### src/rtl/kect_pkg.sv
// types and constants of the keyed event counter table
package kect_pkg;

  localparam int SLOT_COUNT_DEF   = 512;
  localparam int COUNTER_BITS_DEF = 32;
  localparam int NCNT             = 10;

  localparam int C_SUBMIT     = 0;
  localparam int C_RESUME     = 1;
  localparam int C_VERIFIED   = 2;
  localparam int C_REJECTED   = 3;
  localparam int C_CHECKPOINT = 4;
  localparam int C_RENEW      = 5;
  localparam int C_RECLAIM    = 6;
  localparam int C_RELEASE    = 7;
  localparam int C_RETRY      = 8;
  localparam int C_DEAD       = 9;

  typedef enum logic [2:0] {
    MODE_PROV     = 3'd0,
    MODE_PRIN     = 3'd1,
    MODE_CLASS    = 3'd2,
    MODE_SCHED    = 3'd3,
    MODE_READ     = 3'd4,
    MODE_RST_KIND = 3'd5,
    MODE_RST_ALL  = 3'd6
  } mode_e;

  typedef enum logic [1:0] {
    KIND_PROV  = 2'd0,
    KIND_PRIN  = 2'd1,
    KIND_CLASS = 2'd2,
    KIND_SCHED = 2'd3
  } kind_e;

  typedef enum logic [2:0] {
    EV_RENEW   = 3'd0,
    EV_RECLAIM = 3'd1,
    EV_RELEASE = 3'd2,
    EV_RETRY   = 3'd3,
    EV_DEAD    = 3'd4
  } sched_ev_e;

  typedef enum logic [2:0] {
    ST_UPDATED = 3'd0,
    ST_IGNORED = 3'd1,
    ST_FULL    = 3'd2,
    ST_HIT     = 3'd3,
    ST_MISS    = 3'd4,
    ST_RESET   = 3'd5
  } status_e;

  typedef enum logic [2:0] {
    S_IDLE,
    S_SCAN,
    S_CRD,
    S_CUSE,
    S_CLAIM,
    S_KCLR
  } state_e;

  typedef struct packed {
    logic [31:0] db;
    logic [1:0]  kind;
    logic [31:0] ent;
    logic [31:0] cls;
  } key_t;

  typedef struct packed {
    logic            key_we;
    logic            cnt_we;
    logic            row_clr;
    logic [NCNT-1:0] bump;
    logic            res_load;
    logic            res_hit;
    status_e         res_status;
  } ctl_t;

endpackage

### src/rtl/kect_row_upd.sv
// saturating counter row update unit
module kect_row_upd import kect_pkg::*; #(
  parameter int COUNTER_BITS = COUNTER_BITS_DEF
) (
  input  logic [NCNT*COUNTER_BITS-1:0] row_i,
  input  logic                         clr_i,
  input  logic [NCNT-1:0]              bump_i,
  output logic [NCNT*COUNTER_BITS-1:0] row_o
);

  logic [COUNTER_BITS-1:0] cur [NCNT];

  always_comb begin
    row_o = '0;
    for (int k = 0; k < NCNT; k++) begin
      cur[k] = clr_i ? '0 : row_i[k*COUNTER_BITS +: COUNTER_BITS];
      if (bump_i[k] && (cur[k] != '1)) begin
        row_o[k*COUNTER_BITS +: COUNTER_BITS] = cur[k] + COUNTER_BITS'(1);
      end else begin
        row_o[k*COUNTER_BITS +: COUNTER_BITS] = cur[k];
      end
    end
  end

endmodule

### config.mk
export PLATFORM = sky130hd
export DESIGN_NAME = kect_row_upd
export DESIGN_NICKNAME = d
export VERILOG_FILES = /design/src/rtl/kect_pkg.sv /design/src/rtl/kect_row_upd.sv
export SDC_FILE = /design/constraint.sdc
export NUM_CORES = 1
export LEC_CHECK = 0
export BUFFER_PORTS_ARGS = -buffer_cell sky130_fd_sc_hd__buf_2
export CELL_PAD_IN_SITES_DETAIL_PLACEMENT = 0
export CELL_PAD_IN_SITES_GLOBAL_PLACEMENT = 1
export CORE_AREA = 2 2 254 256
export DETAILED_ROUTE_END_ITERATION = 7
export DIE_AREA = 0 0 256 258
export PLACE_DENSITY_LB_ADDON = 0.1
export SETUP_SLACK_MARGIN = 0.4
export SYNTH_ARGS = -nofsm -noshare
export SYNTH_HDL_FRONTEND = slang
export SYNTH_SLANG_ARGS = --single-unit
export TNS_END_PERCENT = 1
### constraint.sdc
create_clock -name vclk -period 6.3
set_input_delay 0.63 -clock vclk [all_inputs]
set_output_delay 0.63 -clock vclk [all_outputs]
set_load 0.01 [all_outputs]
==> flow_metrics.py <==
metrics = {
    "synth": {
        "synth_fa_ha_area_share_pct": 0,
        "synthTopCellsByArea": "xnor2_1, nand2_1, a21oi_1",
        "synth_top_cell_by_area": "xnor2_1",
        "synthMuxAreaShare_pct": 3.879,
        "yosysMostFrequentCell": "nand2_1",
        "syn_avg_cell_area_um2": 6.028,
        "syn-num-nets": 1963,
        "synthXorXnorAreaFrac_pct": 8.458,
        "netlist_top_cells_count": "nand2_1, a21oi_1, nor2_1",
        "synthCells": 1632,
        "ys_seq_area_share_pct": 0,
        "synth_top_family_by_area": "simple AND/OR/NAND/NOR gates",
        "synth_top_area_share_pct": 8.191,
        "syn_area_mm2": 0.009837,
        "yosys.cell_types.count": 76,
        "synthSimpleGateAreaFrac_pct": 59.95,
        "synth_compound_area_share_pct": 21.86,
        "yosysWarnings": 0,
    },
    "run_status": {
        "status": "completed",
    },
    "route": {
        "dr_total_vias": 14960,
        "routedWlPerCell_um": 20.68,
        "ant_nets": 0,
        "drtPass1Iterations": 5,
        "drt_iter0_drc": 755,
        "routed_wl_mm": 63.80,
        "drc": 0,
        "via_per_inst": 4.850,
    },
    "sta": {
        "rsz0062_at_grt": "no",
        "period_share_pct": 67.23,
        "fmax_mhz": 236.1,
        "slew_headroom_pct": 16.98,
        "slew_violations": 0,
        "setup-tns-final_ns": 0,
        "min_period_ns": 4.236,
        "worst_slew_pin_slew_ns": 1.237,
        "report.final.hold_viol_count": 0,
        "setup_viol": 0,
        "worst_slack_ns": 2.064,
    },
    "clock_network": {
        "holdBufCountCts": 0,
        "cts_resized": 0,
        "postCtsSetupBuffers": 0,
    },
    "floorplan": {
        "die_area_mm2": 0.06605,
        "coreArea_mm2": 0.06365,
        "initial_utilization_pct": 15.45,
        "die_h_um": 258,
        "io_pins": 651,
        "rows": 93,
        "die_x_um": 256,
    },
    "power": {
        "peakVddDrop_mv": 0.02919,
        "p_per_area_mw_per_mm2": 51.08,
        "static-leakage-power_nw": 5.729,
        "p_total_mw": 0.7146,
    },
    "place": {
        "portBuffers": 651,
        "post-dp-hpwl_mm": 54.57,
        "dp_slack_ns": 2.051,
        "gp_congestion": 0.8974,
        "dp_cells": 3072,
    },
    "final_layout": {
        "nClkBuffers": 0,
        "n_sequential_cell": 0,
        "syn2layout_area_growth_pct": 42.22,
        "final_cells": 3085,
        "ff_latch_area_um2": 0,
        "finalNetCount": 2550,
        "nFillCells": 7453,
        "drive_gt1_share_pct": 33.06,
        "multi_input_area_mm2": 0.009283,
    },
    "worst_setup_path": {
        "path_cells": "buf_8 > buf_4 > nand4b_1 > nor4_2 > nand3_1 > and2_1 > a311oi_1 > buf_2",
        "cpMaxStageDelayCell": "nor4_2",
        "worstPathRequired_ns": 5.67,
        "worst_setup_path_end_kind": "output port",
        "critPathKind": "in -> out",
        "path_buf_inv": 3,
        "worstPathMaxFanout": 89,
        "critPathLaunchType": "input pin",
        "cp.arrival_ns": 3.61,
        "slowest_delay_ns": 0.63,
        "cpLargestDelayFamily": "simple AND/OR/NAND/NOR gates",
    },
    "global_route": {
        "grt_pass1_wl_mm": 94.27,
        "antenna_found_initial": 32,
        "grt_pass1_vias": 14770,
        "grtUsageTotal_pct": 18.02,
        "gr-total-overflow": 0,
        "grt_max_degree": 90,
    },
    "worst_hold_path": {
        "hold_end": "row_o[86]",
        "hold_start": "row_i[86]",
        "holdPathStages": 3,
        "hold_class": "in -> out",
    },
    "job": {
        "maxCapViolations": 0,
    },
}
how the worst max path moves through the flow:
stage                from          to  cells past startpoint
CTS                 clr_i  row_o[198]                      8
global placement    clr_i   row_o[61]                      8
detailed placement  clr_i  row_o[198]                      8
finish              clr_i  row_o[198]                      8
floorplan           clr_i   row_o[88]                      8
global route        clr_i  row_o[198]                      8
logic make-up after synthesis:
family,Yosys count
compound gates,345
xor+xnor,95
buf+inv,136
mux,35
simple gates,1021
cell usage in the layout (no fill, tap or decap), types with 6 or more instances in the layout:
master | synthesis | final
a21oi_1 | 140 | 140
a31oi_1 | 6 | 6
and2_1 | 17 | 17
and3_1 | 40 | 40
and3b_1 | 8 | 8
and4_1 | 32 | 32
and4b_1 | 9 | 9
buf_2 | 28 | 650
buf_4 | 2 | 19
diode_2 | 0 | 13
inv_1 | 51 | 50
mux2_1 | 6 | 6
mux2_2 | 19 | 19
mux2i_1 | 10 | 10
nand2_1 | 196 | 196
nand2b_1 | 24 | 24
nand3_1 | 102 | 102
nand3b_1 | 9 | 9
nand4_1 | 85 | 85
nand4b_1 | 24 | 24
nor2_1 | 111 | 111
nor2b_1 | 65 | 65
nor3_1 | 62 | 62
nor3b_1 | 12 | 12
nor4_1 | 35 | 35
nor4_2 | 9 | 9
o211ai_1 | 6 | 6
o21a_1 | 9 | 9
o21ai_0 | 76 | 76
o31ai_1 | 45 | 45
o41ai_1 | 7 | 7
or2_2 | 11 | 11
or3_1 | 84 | 84
or4_1 | 62 | 62
xnor2_1 | 92 | 92
cell type report:
type | count | area share, %
Inverter | 51 | 1.386
Multi-Input combinational cell | 1496 | 66.35
Timing Repair Buffer | 670 | 24.38
Antenna cell | 13 | 0.2325
Tap cell | 855 | 7.647
metrics by stage:
step                instance area, µm²  hold slack (ns)  util (%)
finish                           13990            1.589     21.98
global route                     13980            1.594     21.97
CTS                              13960            1.584     21.93
detailed placement               13960            1.584     21.93
global placement                 13960            1.577     21.93
floorplan                         9837            1.344         -
layer usage:
layer | vias to the layer above | track usage, % | part of all wire, %
li1 | 7405 | - | -
met1 | 7008 | 19.92 | 39
met2 | 426 | 32.80 | 50
met3 | 88 | 6.380 | 8.7
met4 | 36 | 4.370 | 2.5
met5 | - | 0 | 0.35
report_power, final:
group,internal [mW],total (mW),switching [mW]
registers,0,0,0
clock network,0.000000277,0.000000277,0
logic,0.276,0.715,0.439
(Power assumes the default switching activity.)
