[src/rtl/kect_pkg.sv]
// types and constants of the keyed event counter table
package kect_pkg;

  localparam int SLOT_COUNT_DEF   = 512;
  localparam int COUNTER_BITS_DEF = 32;
  localparam int NCNT             = 10;

  localparam int C_SUBMIT     = 0;
  localparam int C_RESUME     = 1;
  localparam int C_VERIFIED   = 2;
  localparam int C_REJECTED   = 3;
  localparam int C_CHECKPOINT = 4;
  localparam int C_RENEW      = 5;
  localparam int C_RECLAIM    = 6;
  localparam int C_RELEASE    = 7;
  localparam int C_RETRY      = 8;
  localparam int C_DEAD       = 9;

  typedef enum logic [2:0] {
    MODE_PROV     = 3'd0,
    MODE_PRIN     = 3'd1,
    MODE_CLASS    = 3'd2,
    MODE_SCHED    = 3'd3,
    MODE_READ     = 3'd4,
    MODE_RST_KIND = 3'd5,
    MODE_RST_ALL  = 3'd6
  } mode_e;

  typedef enum logic [1:0] {
    KIND_PROV  = 2'd0,
    KIND_PRIN  = 2'd1,
    KIND_CLASS = 2'd2,
    KIND_SCHED = 2'd3
  } kind_e;

  typedef enum logic [2:0] {
    EV_RENEW   = 3'd0,
    EV_RECLAIM = 3'd1,
    EV_RELEASE = 3'd2,
    EV_RETRY   = 3'd3,
    EV_DEAD    = 3'd4
  } sched_ev_e;

  typedef enum logic [2:0] {
    ST_UPDATED = 3'd0,
    ST_IGNORED = 3'd1,
    ST_FULL    = 3'd2,
    ST_HIT     = 3'd3,
    ST_MISS    = 3'd4,
    ST_RESET   = 3'd5
  } status_e;

  typedef enum logic [2:0] {
    S_IDLE,
    S_SCAN,
    S_CRD,
    S_CUSE,
    S_CLAIM,
    S_KCLR
  } state_e;

  typedef struct packed {
    logic [31:0] db;
    logic [1:0]  kind;
    logic [31:0] ent;
    logic [31:0] cls;
  } key_t;

  typedef struct packed {
    logic            key_we;
    logic            cnt_we;
    logic            row_clr;
    logic [NCNT-1:0] bump;
    logic            res_load;
    logic            res_hit;
    status_e         res_status;
  } ctl_t;

endpackage

[src/rtl/kect_seq.sv]
// sequencer: slot scan with the shared key comparator, claim, update and sweep
module kect_seq import kect_pkg::*; #(
  parameter int SLOT_COUNT = SLOT_COUNT_DEF,
  localparam int IdxW  = $clog2(SLOT_COUNT),
  localparam int FillW = $clog2(SLOT_COUNT + 1)
) (
  input  logic            clk_i,
  input  logic            rst_ni,
  input  logic            start_i,
  input  logic            track_en_i,
  input  logic [2:0]      mode_i,
  input  logic [31:0]     db_id_i,
  input  logic [31:0]     entity_id_i,
  input  logic [31:0]     class_tag_i,
  input  logic [1:0]      kind_sel_i,
  input  logic            resume_i,
  input  logic            flag_i,
  input  logic [2:0]      event_code_i,
  input  key_t            key_rdata_i,
  output logic [IdxW-1:0] key_raddr_o,
  output logic [IdxW-1:0] key_waddr_o,
  output key_t            key_wdata_o,
  output logic [IdxW-1:0] cnt_addr_o,
  output logic            busy_o,
  output ctl_t            ctl_o
);

  state_e            state_q, state_d;
  logic [FillW-1:0]  fill_q, fill_d;
  logic [FillW-1:0]  idx_q, idx_d;
  logic              chk_vld_q, chk_vld_d;
  logic [IdxW-1:0]   chk_idx_q;
  logic [IdxW-1:0]   slot_q, slot_d;
  logic [2:0]        mode_q;
  key_t              key_q;
  key_t              in_key;
  logic              resume_q;
  logic              flag_q;
  logic [2:0]        code_q;
  logic [1:0]        in_kind;
  logic              in_ignore;
  logic              scan_issue;
  logic              scan_end;
  logic              key_hit;
  logic              kind_hit;
  logic              is_read;
  logic              full;
  logic              fill_clr;
  logic              fill_inc;
  logic [NCNT-1:0]   mask;

  // key normalization of the incoming transaction
  always_comb begin
    in_kind       = mode_i[2] ? kind_sel_i : mode_i[1:0];
    in_key.db     = db_id_i;
    in_key.kind   = in_kind;
    if ((in_kind == KIND_PROV) || (in_kind == KIND_PRIN)) begin
      in_key.ent = entity_id_i;
      in_key.cls = '0;
      in_ignore  = !track_en_i || (entity_id_i == '0);
    end else begin
      in_key.ent = '0;
      in_key.cls = class_tag_i;
      in_ignore  = !track_en_i || (class_tag_i == '0);
    end
  end

  assign scan_issue = idx_q < fill_q;
  assign scan_end   = !scan_issue && !chk_vld_q;
  assign key_hit    = chk_vld_q && (key_rdata_i == key_q);
  assign kind_hit   = chk_vld_q && (key_rdata_i.kind == key_q.kind);
  assign is_read    = mode_q == MODE_READ;
  assign full       = fill_q == FillW'(SLOT_COUNT);

  // counters touched by an update
  always_comb begin
    mask = '0;
    if (mode_q != MODE_SCHED) begin
      if (resume_q) begin
        mask[C_RESUME] = 1'b1;
      end else begin
        mask[C_SUBMIT] = 1'b1;
      end
      if (mode_q == MODE_PROV) begin
        if (flag_q) begin
          mask[C_VERIFIED] = 1'b1;
        end else begin
          mask[C_REJECTED] = 1'b1;
        end
      end else if (flag_q) begin
        mask[C_CHECKPOINT] = 1'b1;
      end
    end else begin
      unique case (code_q)
        EV_RENEW:   mask[C_RENEW]   = 1'b1;
        EV_RECLAIM: mask[C_RECLAIM] = 1'b1;
        EV_RELEASE: mask[C_RELEASE] = 1'b1;
        EV_RETRY:   mask[C_RETRY]   = 1'b1;
        EV_DEAD:    mask[C_DEAD]    = 1'b1;
        default:    mask            = '0;
      endcase
    end
  end

  // next state
  always_comb begin
    state_d = state_q;
    unique case (state_q)
      S_IDLE: begin
        if (start_i) begin
          unique case (mode_i)
            MODE_PROV, MODE_PRIN, MODE_CLASS, MODE_SCHED: begin
              if (!in_ignore) state_d = S_SCAN;
            end
            MODE_READ:     state_d = S_SCAN;
            MODE_RST_KIND: state_d = S_KCLR;
            default:       state_d = S_IDLE;
          endcase
        end
      end
      S_SCAN: begin
        if (key_hit) begin
          state_d = S_CRD;
        end else if (scan_end) begin
          state_d = (is_read || full) ? S_IDLE : S_CLAIM;
        end
      end
      S_CRD:   state_d = S_CUSE;
      S_CUSE:  state_d = S_IDLE;
      S_CLAIM: state_d = S_IDLE;
      S_KCLR: begin
        if (scan_end) state_d = S_IDLE;
      end
      default: state_d = S_IDLE;
    endcase
  end

  // outputs
  always_comb begin
    ctl_o            = '0;
    ctl_o.res_status = ST_IGNORED;
    fill_clr         = 1'b0;
    fill_inc         = 1'b0;
    unique case (state_q)
      S_IDLE: begin
        if (start_i) begin
          unique case (mode_i)
            MODE_PROV, MODE_PRIN, MODE_CLASS, MODE_SCHED: begin
              ctl_o.res_load = in_ignore;
            end
            MODE_READ, MODE_RST_KIND: ctl_o.res_load = 1'b0;
            MODE_RST_ALL: begin
              ctl_o.res_load   = 1'b1;
              ctl_o.res_status = ST_RESET;
              fill_clr         = 1'b1;
            end
            default: ctl_o.res_load = 1'b1;
          endcase
        end
      end
      S_SCAN: begin
        if (!key_hit && scan_end) begin
          ctl_o.res_load   = is_read || full;
          ctl_o.res_status = is_read ? ST_MISS : ST_FULL;
        end
      end
      S_CRD: ctl_o.res_load = 1'b0;
      S_CUSE: begin
        ctl_o.res_load = 1'b1;
        if (is_read) begin
          ctl_o.res_hit    = 1'b1;
          ctl_o.res_status = ST_HIT;
        end else begin
          ctl_o.cnt_we     = 1'b1;
          ctl_o.bump       = mask;
          ctl_o.res_status = ST_UPDATED;
        end
      end
      S_CLAIM: begin
        ctl_o.key_we     = 1'b1;
        ctl_o.cnt_we     = 1'b1;
        ctl_o.row_clr    = 1'b1;
        ctl_o.bump       = mask;
        ctl_o.res_load   = 1'b1;
        ctl_o.res_status = ST_UPDATED;
        fill_inc         = 1'b1;
      end
      S_KCLR: begin
        ctl_o.cnt_we  = kind_hit;
        ctl_o.row_clr = kind_hit;
        if (scan_end) begin
          ctl_o.res_load   = 1'b1;
          ctl_o.res_status = ST_RESET;
        end
      end
      default: ctl_o.res_load = 1'b0;
    endcase
  end

  // scan pointer, fill count and slot
  always_comb begin
    idx_d     = idx_q;
    chk_vld_d = chk_vld_q;
    slot_d    = slot_q;
    fill_d    = fill_q;
    if (state_q == S_IDLE) begin
      idx_d     = '0;
      chk_vld_d = 1'b0;
    end else if ((state_q == S_SCAN) || (state_q == S_KCLR)) begin
      chk_vld_d = scan_issue && !((state_q == S_SCAN) && key_hit);
      idx_d     = idx_q + FillW'(scan_issue);
    end
    if (state_q == S_SCAN) begin
      if (key_hit) begin
        slot_d = chk_idx_q;
      end else if (scan_end) begin
        slot_d = fill_q[IdxW-1:0];
      end
    end
    if (fill_clr) begin
      fill_d = '0;
    end else if (fill_inc) begin
      fill_d = fill_q + FillW'(1);
    end
  end

  always_ff @(posedge clk_i or negedge rst_ni) begin
    if (!rst_ni) begin
      state_q   <= S_IDLE;
      fill_q    <= '0;
      idx_q     <= '0;
      chk_vld_q <= 1'b0;
    end else begin
      state_q   <= state_d;
      fill_q    <= fill_d;
      idx_q     <= idx_d;
      chk_vld_q <= chk_vld_d;
    end
  end

  always_ff @(posedge clk_i) begin
    chk_idx_q <= idx_q[IdxW-1:0];
    slot_q    <= slot_d;
    if ((state_q == S_IDLE) && start_i) begin
      mode_q   <= mode_i;
      key_q    <= in_key;
      resume_q <= resume_i;
      flag_q   <= flag_i;
      code_q   <= event_code_i;
    end
  end

  assign key_raddr_o = idx_q[IdxW-1:0];
  assign key_waddr_o = slot_q;
  assign key_wdata_o = key_q;
  assign cnt_addr_o  = (state_q == S_KCLR) ? chk_idx_q : slot_q;
  assign busy_o      = state_q != S_IDLE;

endmodule

[config.mk]
export PLATFORM = sky130hd
export DESIGN_NAME = kect_seq
export DESIGN_NICKNAME = d
export VERILOG_FILES = /design/src/rtl/kect_pkg.sv /design/src/rtl/kect_seq.sv
export SDC_FILE = /design/constraint.sdc
export NUM_CORES = 1
export LEC_CHECK = 0
export CAP_MARGIN = 10
export CORE_UTILIZATION = 35
export CTS_BUF_LIST = sky130_fd_sc_hd__clkbuf_16
export DETAILED_ROUTE_END_ITERATION = 8
export DONT_BUFFER_PORTS = 1
export MAX_ROUTING_LAYER = met4
export SLEW_MARGIN = 15
export SYNTH_ARGS = -nofsm -noshare
export SYNTH_HDL_FRONTEND = slang
export SYNTH_SLANG_ARGS = --single-unit
[constraint.sdc]
create_clock -name clk_i -period 3.1 [get_ports clk_i]
set_input_delay 0.31 -clock clk_i [delete_from_list [all_inputs] [get_ports clk_i]]
set_output_delay 0.31 -clock clk_i [all_outputs]
set_load 0.01 [all_outputs]
==> results.sh <==
export IMPL_reg2reg_to="idx_q[6]"
export IMPL_hold_viol_final=0
export IMPL_post_drt_wl_per_cell_um=25.1
export IMPL_crit_end="ctl_o[4]"
export IMPL_p_per_area_nw_per_um2=500
export IMPL_slew_viol_final=0
export IMPL_crit_top_cell="a21o_1"
export IMPL_syn_cell_area_um2=7500
export IMPL_critical_path_depth=6
export IMPL_fin_area_um2=8870
export IMPL_finalCritPeriodShare_pct=94.8
export IMPL_clockBufferDepth=2
export IMPL_area_growth_pct=18.2
export IMPL_cts_tree="done"
export IMPL_die_y_um=148
export IMPL_initial_core_util_pct=35.7
export IMPL_vias=5415
export IMPL_max_freq_mhz=340
export IMPL_max_stage_delay_ns=0.52
export IMPL_critPathBufInv=0
export IMPL_startpoint="idx_q[7]"
export IMPL_critPathRequiredTime_ns=2.79
export IMPL_yosysSeqAreaShare_pct=56.4
export IMPL_place_inst=915
export IMPL_crit_family="compound AO/OA/AOI/OAI gates"
export IMPL_cp_slowest_cell="a221oi_1"
export IMPL_synth_fp_nets=873
export IMPL_chipWidth_um=148
export IMPL_track_usage_pct=22.9
export IMPL_die_area_um2=22000
export IMPL_yosysWarnings=0
export IMPL_cp_max_fo=6
export IMPL_status="finished clean"
export IMPL_overflow=0
export IMPL_async_flop_share_pct=16.2
export IMPL_avgSynthCellArea_um2=11.5
export IMPL_p_leak_nw=3.17
export IMPL_critical_path_class="reg2out"
export IMPL_htreeDepth=4
export IMPL_cts_clk_slew_worst_paths_ns=0.07
export IMPL_cts_root_buf="clkbuf_16"
export IMPL_critical_path_startpoint_type="flop"
export IMPL_layout_drive_gt1_share_pct=9.24
export IMPL_instances_no_fill=989
export IMPL_place_ws_ns=0.411
export IMPL_cp_end_kind="output port"
export IMPL_num_fill_cells=1951
export IMPL_numCtsBuffers=17
export IMPL_ys_ff_latch=148
export IMPL_pin_count=352
export IMPL_antenna_found_initial=0
export IMPL_r2r_start="idx_q[3]"
export IMPL_tightest_slew_ns=0.563
export IMPL_ff_latch_area_um2=4230
export IMPL_drc=0
export IMPL_avgViaCountPerCell=5.48
export IMPL_synthCells=652
export IMPL_ant_nets=0
export IMPL_ir_drop_mv=0.301
export IMPL_synth_top_area_share_pct=46.0
export IMPL_rrSetupSlack_ns=0.33
export IMPL_yosysUniqueCellTypes=54
export IMPL_diodes=0
export IMPL_fin_ws_ns=0.162
export IMPL_gp_congestion=0.907
export IMPL_crit_chain="ha_1, a21o_1, a21o_1, a21o_1, a221oi_1, o221ai_1"
export IMPL_synth_top_area_cell="edfxtp_1"
export IMPL_drt_iter0_markers=442
export IMPL_post_dp_hpwl_mm=20.0
export IMPL_fin_crit_ns=2.94
export IMPL_holdWs_ns=0.0353
export IMPL_place_area_um2=7830
export IMPL_grt_pass1_wl_mm=35.1
export IMPL_rows=53
export IMPL_cts_sinks=148
export IMPL_synth_edff_count=115
export IMPL_clk_latency_ns=0.43
export IMPL_grt_max_degree=85
export IMPL_core_area_um2=21000
export IMPL_dr_pass1_iters=5
export IMPL_routed_wl_mm=24.8
export IMPL_p_total_mw=4.44
export IMPL_io_buffer_count=0
export IMPL_max_slew_margin_rel_pct=62.5
export IMPL_multi_input_area_um2=2980
export IMPL_hold_class="in2reg"
export IMPL_grt_pass1_vias=5554
export IMPL_skew_ns=0.0166
export IMPL_maxCapViolCount=0
export IMPL_setup_violations=0
export IMPL_synthTopCellsByArea="edfxtp_1 (46%), xnor2_1 (8.1%), dfrtp_1 (8.0%), nor2b_1 (4.9%), and2_1 (2.8%)"
export IMPL_nets=922
export IMPL_synthFlopType="edfxtp_1"
export IMPL_cp_arrival_ns=2.63
export IMPL_post_cts_buffers=0
export IMPL_ff2ff_path_depth=10
cells in the mapped netlist, types with 9 or more instances:
master,count
edfxtp_1,115
xnor2_1,69
nor2b_1,59
inv_1,42
nand2_1,36
and2_1,34
nand4_1,31
nor2_1,29
dfrtp_1,24
nor4_1,23
a21oi_1,13
ha_1,13
clkbuf_1,12
o21ai_0,12
mux2_2,11
nand2b_1,11
buf_4,10
o22ai_1,10
dfxtp_1,9
o21ai_1,9
through the flow:
stage                     TNS (ns)  util, %
after CTS                        0     42.2
after global routing      -0.00494     42.2
final                            0     42.2
after global placement           0     37.2
after detailed placement         0     37.2
after floorplan                  0        -
placed cells by master, fill, tap and decap left out, drive strengths merged, types with 13 or more instances in the layout:
| cell | instances |
|---|---|
| dlygate4sd3 | 41 |
| nand2 | 36 |
| clkbuf | 17 |
| o21ai | 21 |
| buf | 14 |
| nand4 | 31 |
| nor4 | 25 |
| nor2b | 59 |
| nor2 | 30 |
| xnor2 | 69 |
| dfrtp | 24 |
| and2 | 34 |
| inv | 52 |
| a21oi | 14 |
| edfxtp | 115 |
| ha | 13 |
cell type report:
| cell class | count | share of cell area, % |
|---|---|---|
| clock buffer | 17 | 4.80 |
| clock inverter | 15 | 2.00 |
| inverter | 43 | 1.86 |
| multi-input combinational | 436 | 33.6 |
| sequential | 148 | 47.7 |
| tap | 275 | 3.88 |
| timing repair buffer | 55 | 6.09 |
power breakdown:
part	switching [mW]	internal [mW]	total [mW]
clock network	1.00	1.10	2.10
logic	0.0874	0.117	0.205
registers	0.0000274	2.14	2.14
total	1.09	3.35	4.44
per-layer routing:
metal | GRT usage, % | wire (µm)
met5 | - | 0
met4 | 5.41 | 315
met3 | 6.07 | 1760
met2 | 41.9 | 13500
met1 | 24.5 | 9220
registers in the layout, indices dropped and copies added (netlist names):
signal and flops:
fill_q 10, resume_q 1, chk_idx_q 9, state_q 3, key_waddr_o 9, idx_q 10, code_q 3, chk_vld_q 1
key_wdata_o 98, mode_q 3, flag_q 1
worst min-delay path by stage:
stage                  from  cells past startpoint  slack (ns)         end
floorplan            rst_ni                      0        0.01   chk_vld_q
global placement     rst_ni                      0        0.02    idx_q[3]
detailed placement   rst_ni                      0        0.02    idx_q[7]
CTS                 start_i                      2        0.02  state_q[2]
global route        start_i                      2        0.04  state_q[2]
finish              start_i                      2        0.04  state_q[2]
logic make-up after synthesis:
family	synth area share, %
xor gates and xnor gates	8.64
muxes	1.78
AOI/OAI and AO/OA	7.17
buffers and inverters	4.12
DFF	56.4
and+or+nand+nor	19.7
adders and majority gates	2.17
timing repair:
action,CTS,global route
resized for setup,0,2
setup endpoints to repair,0,3
hold endpoints to repair,64,0
hold buffers,42,0
No activity file was read; power rests on OpenSTA's default activity.
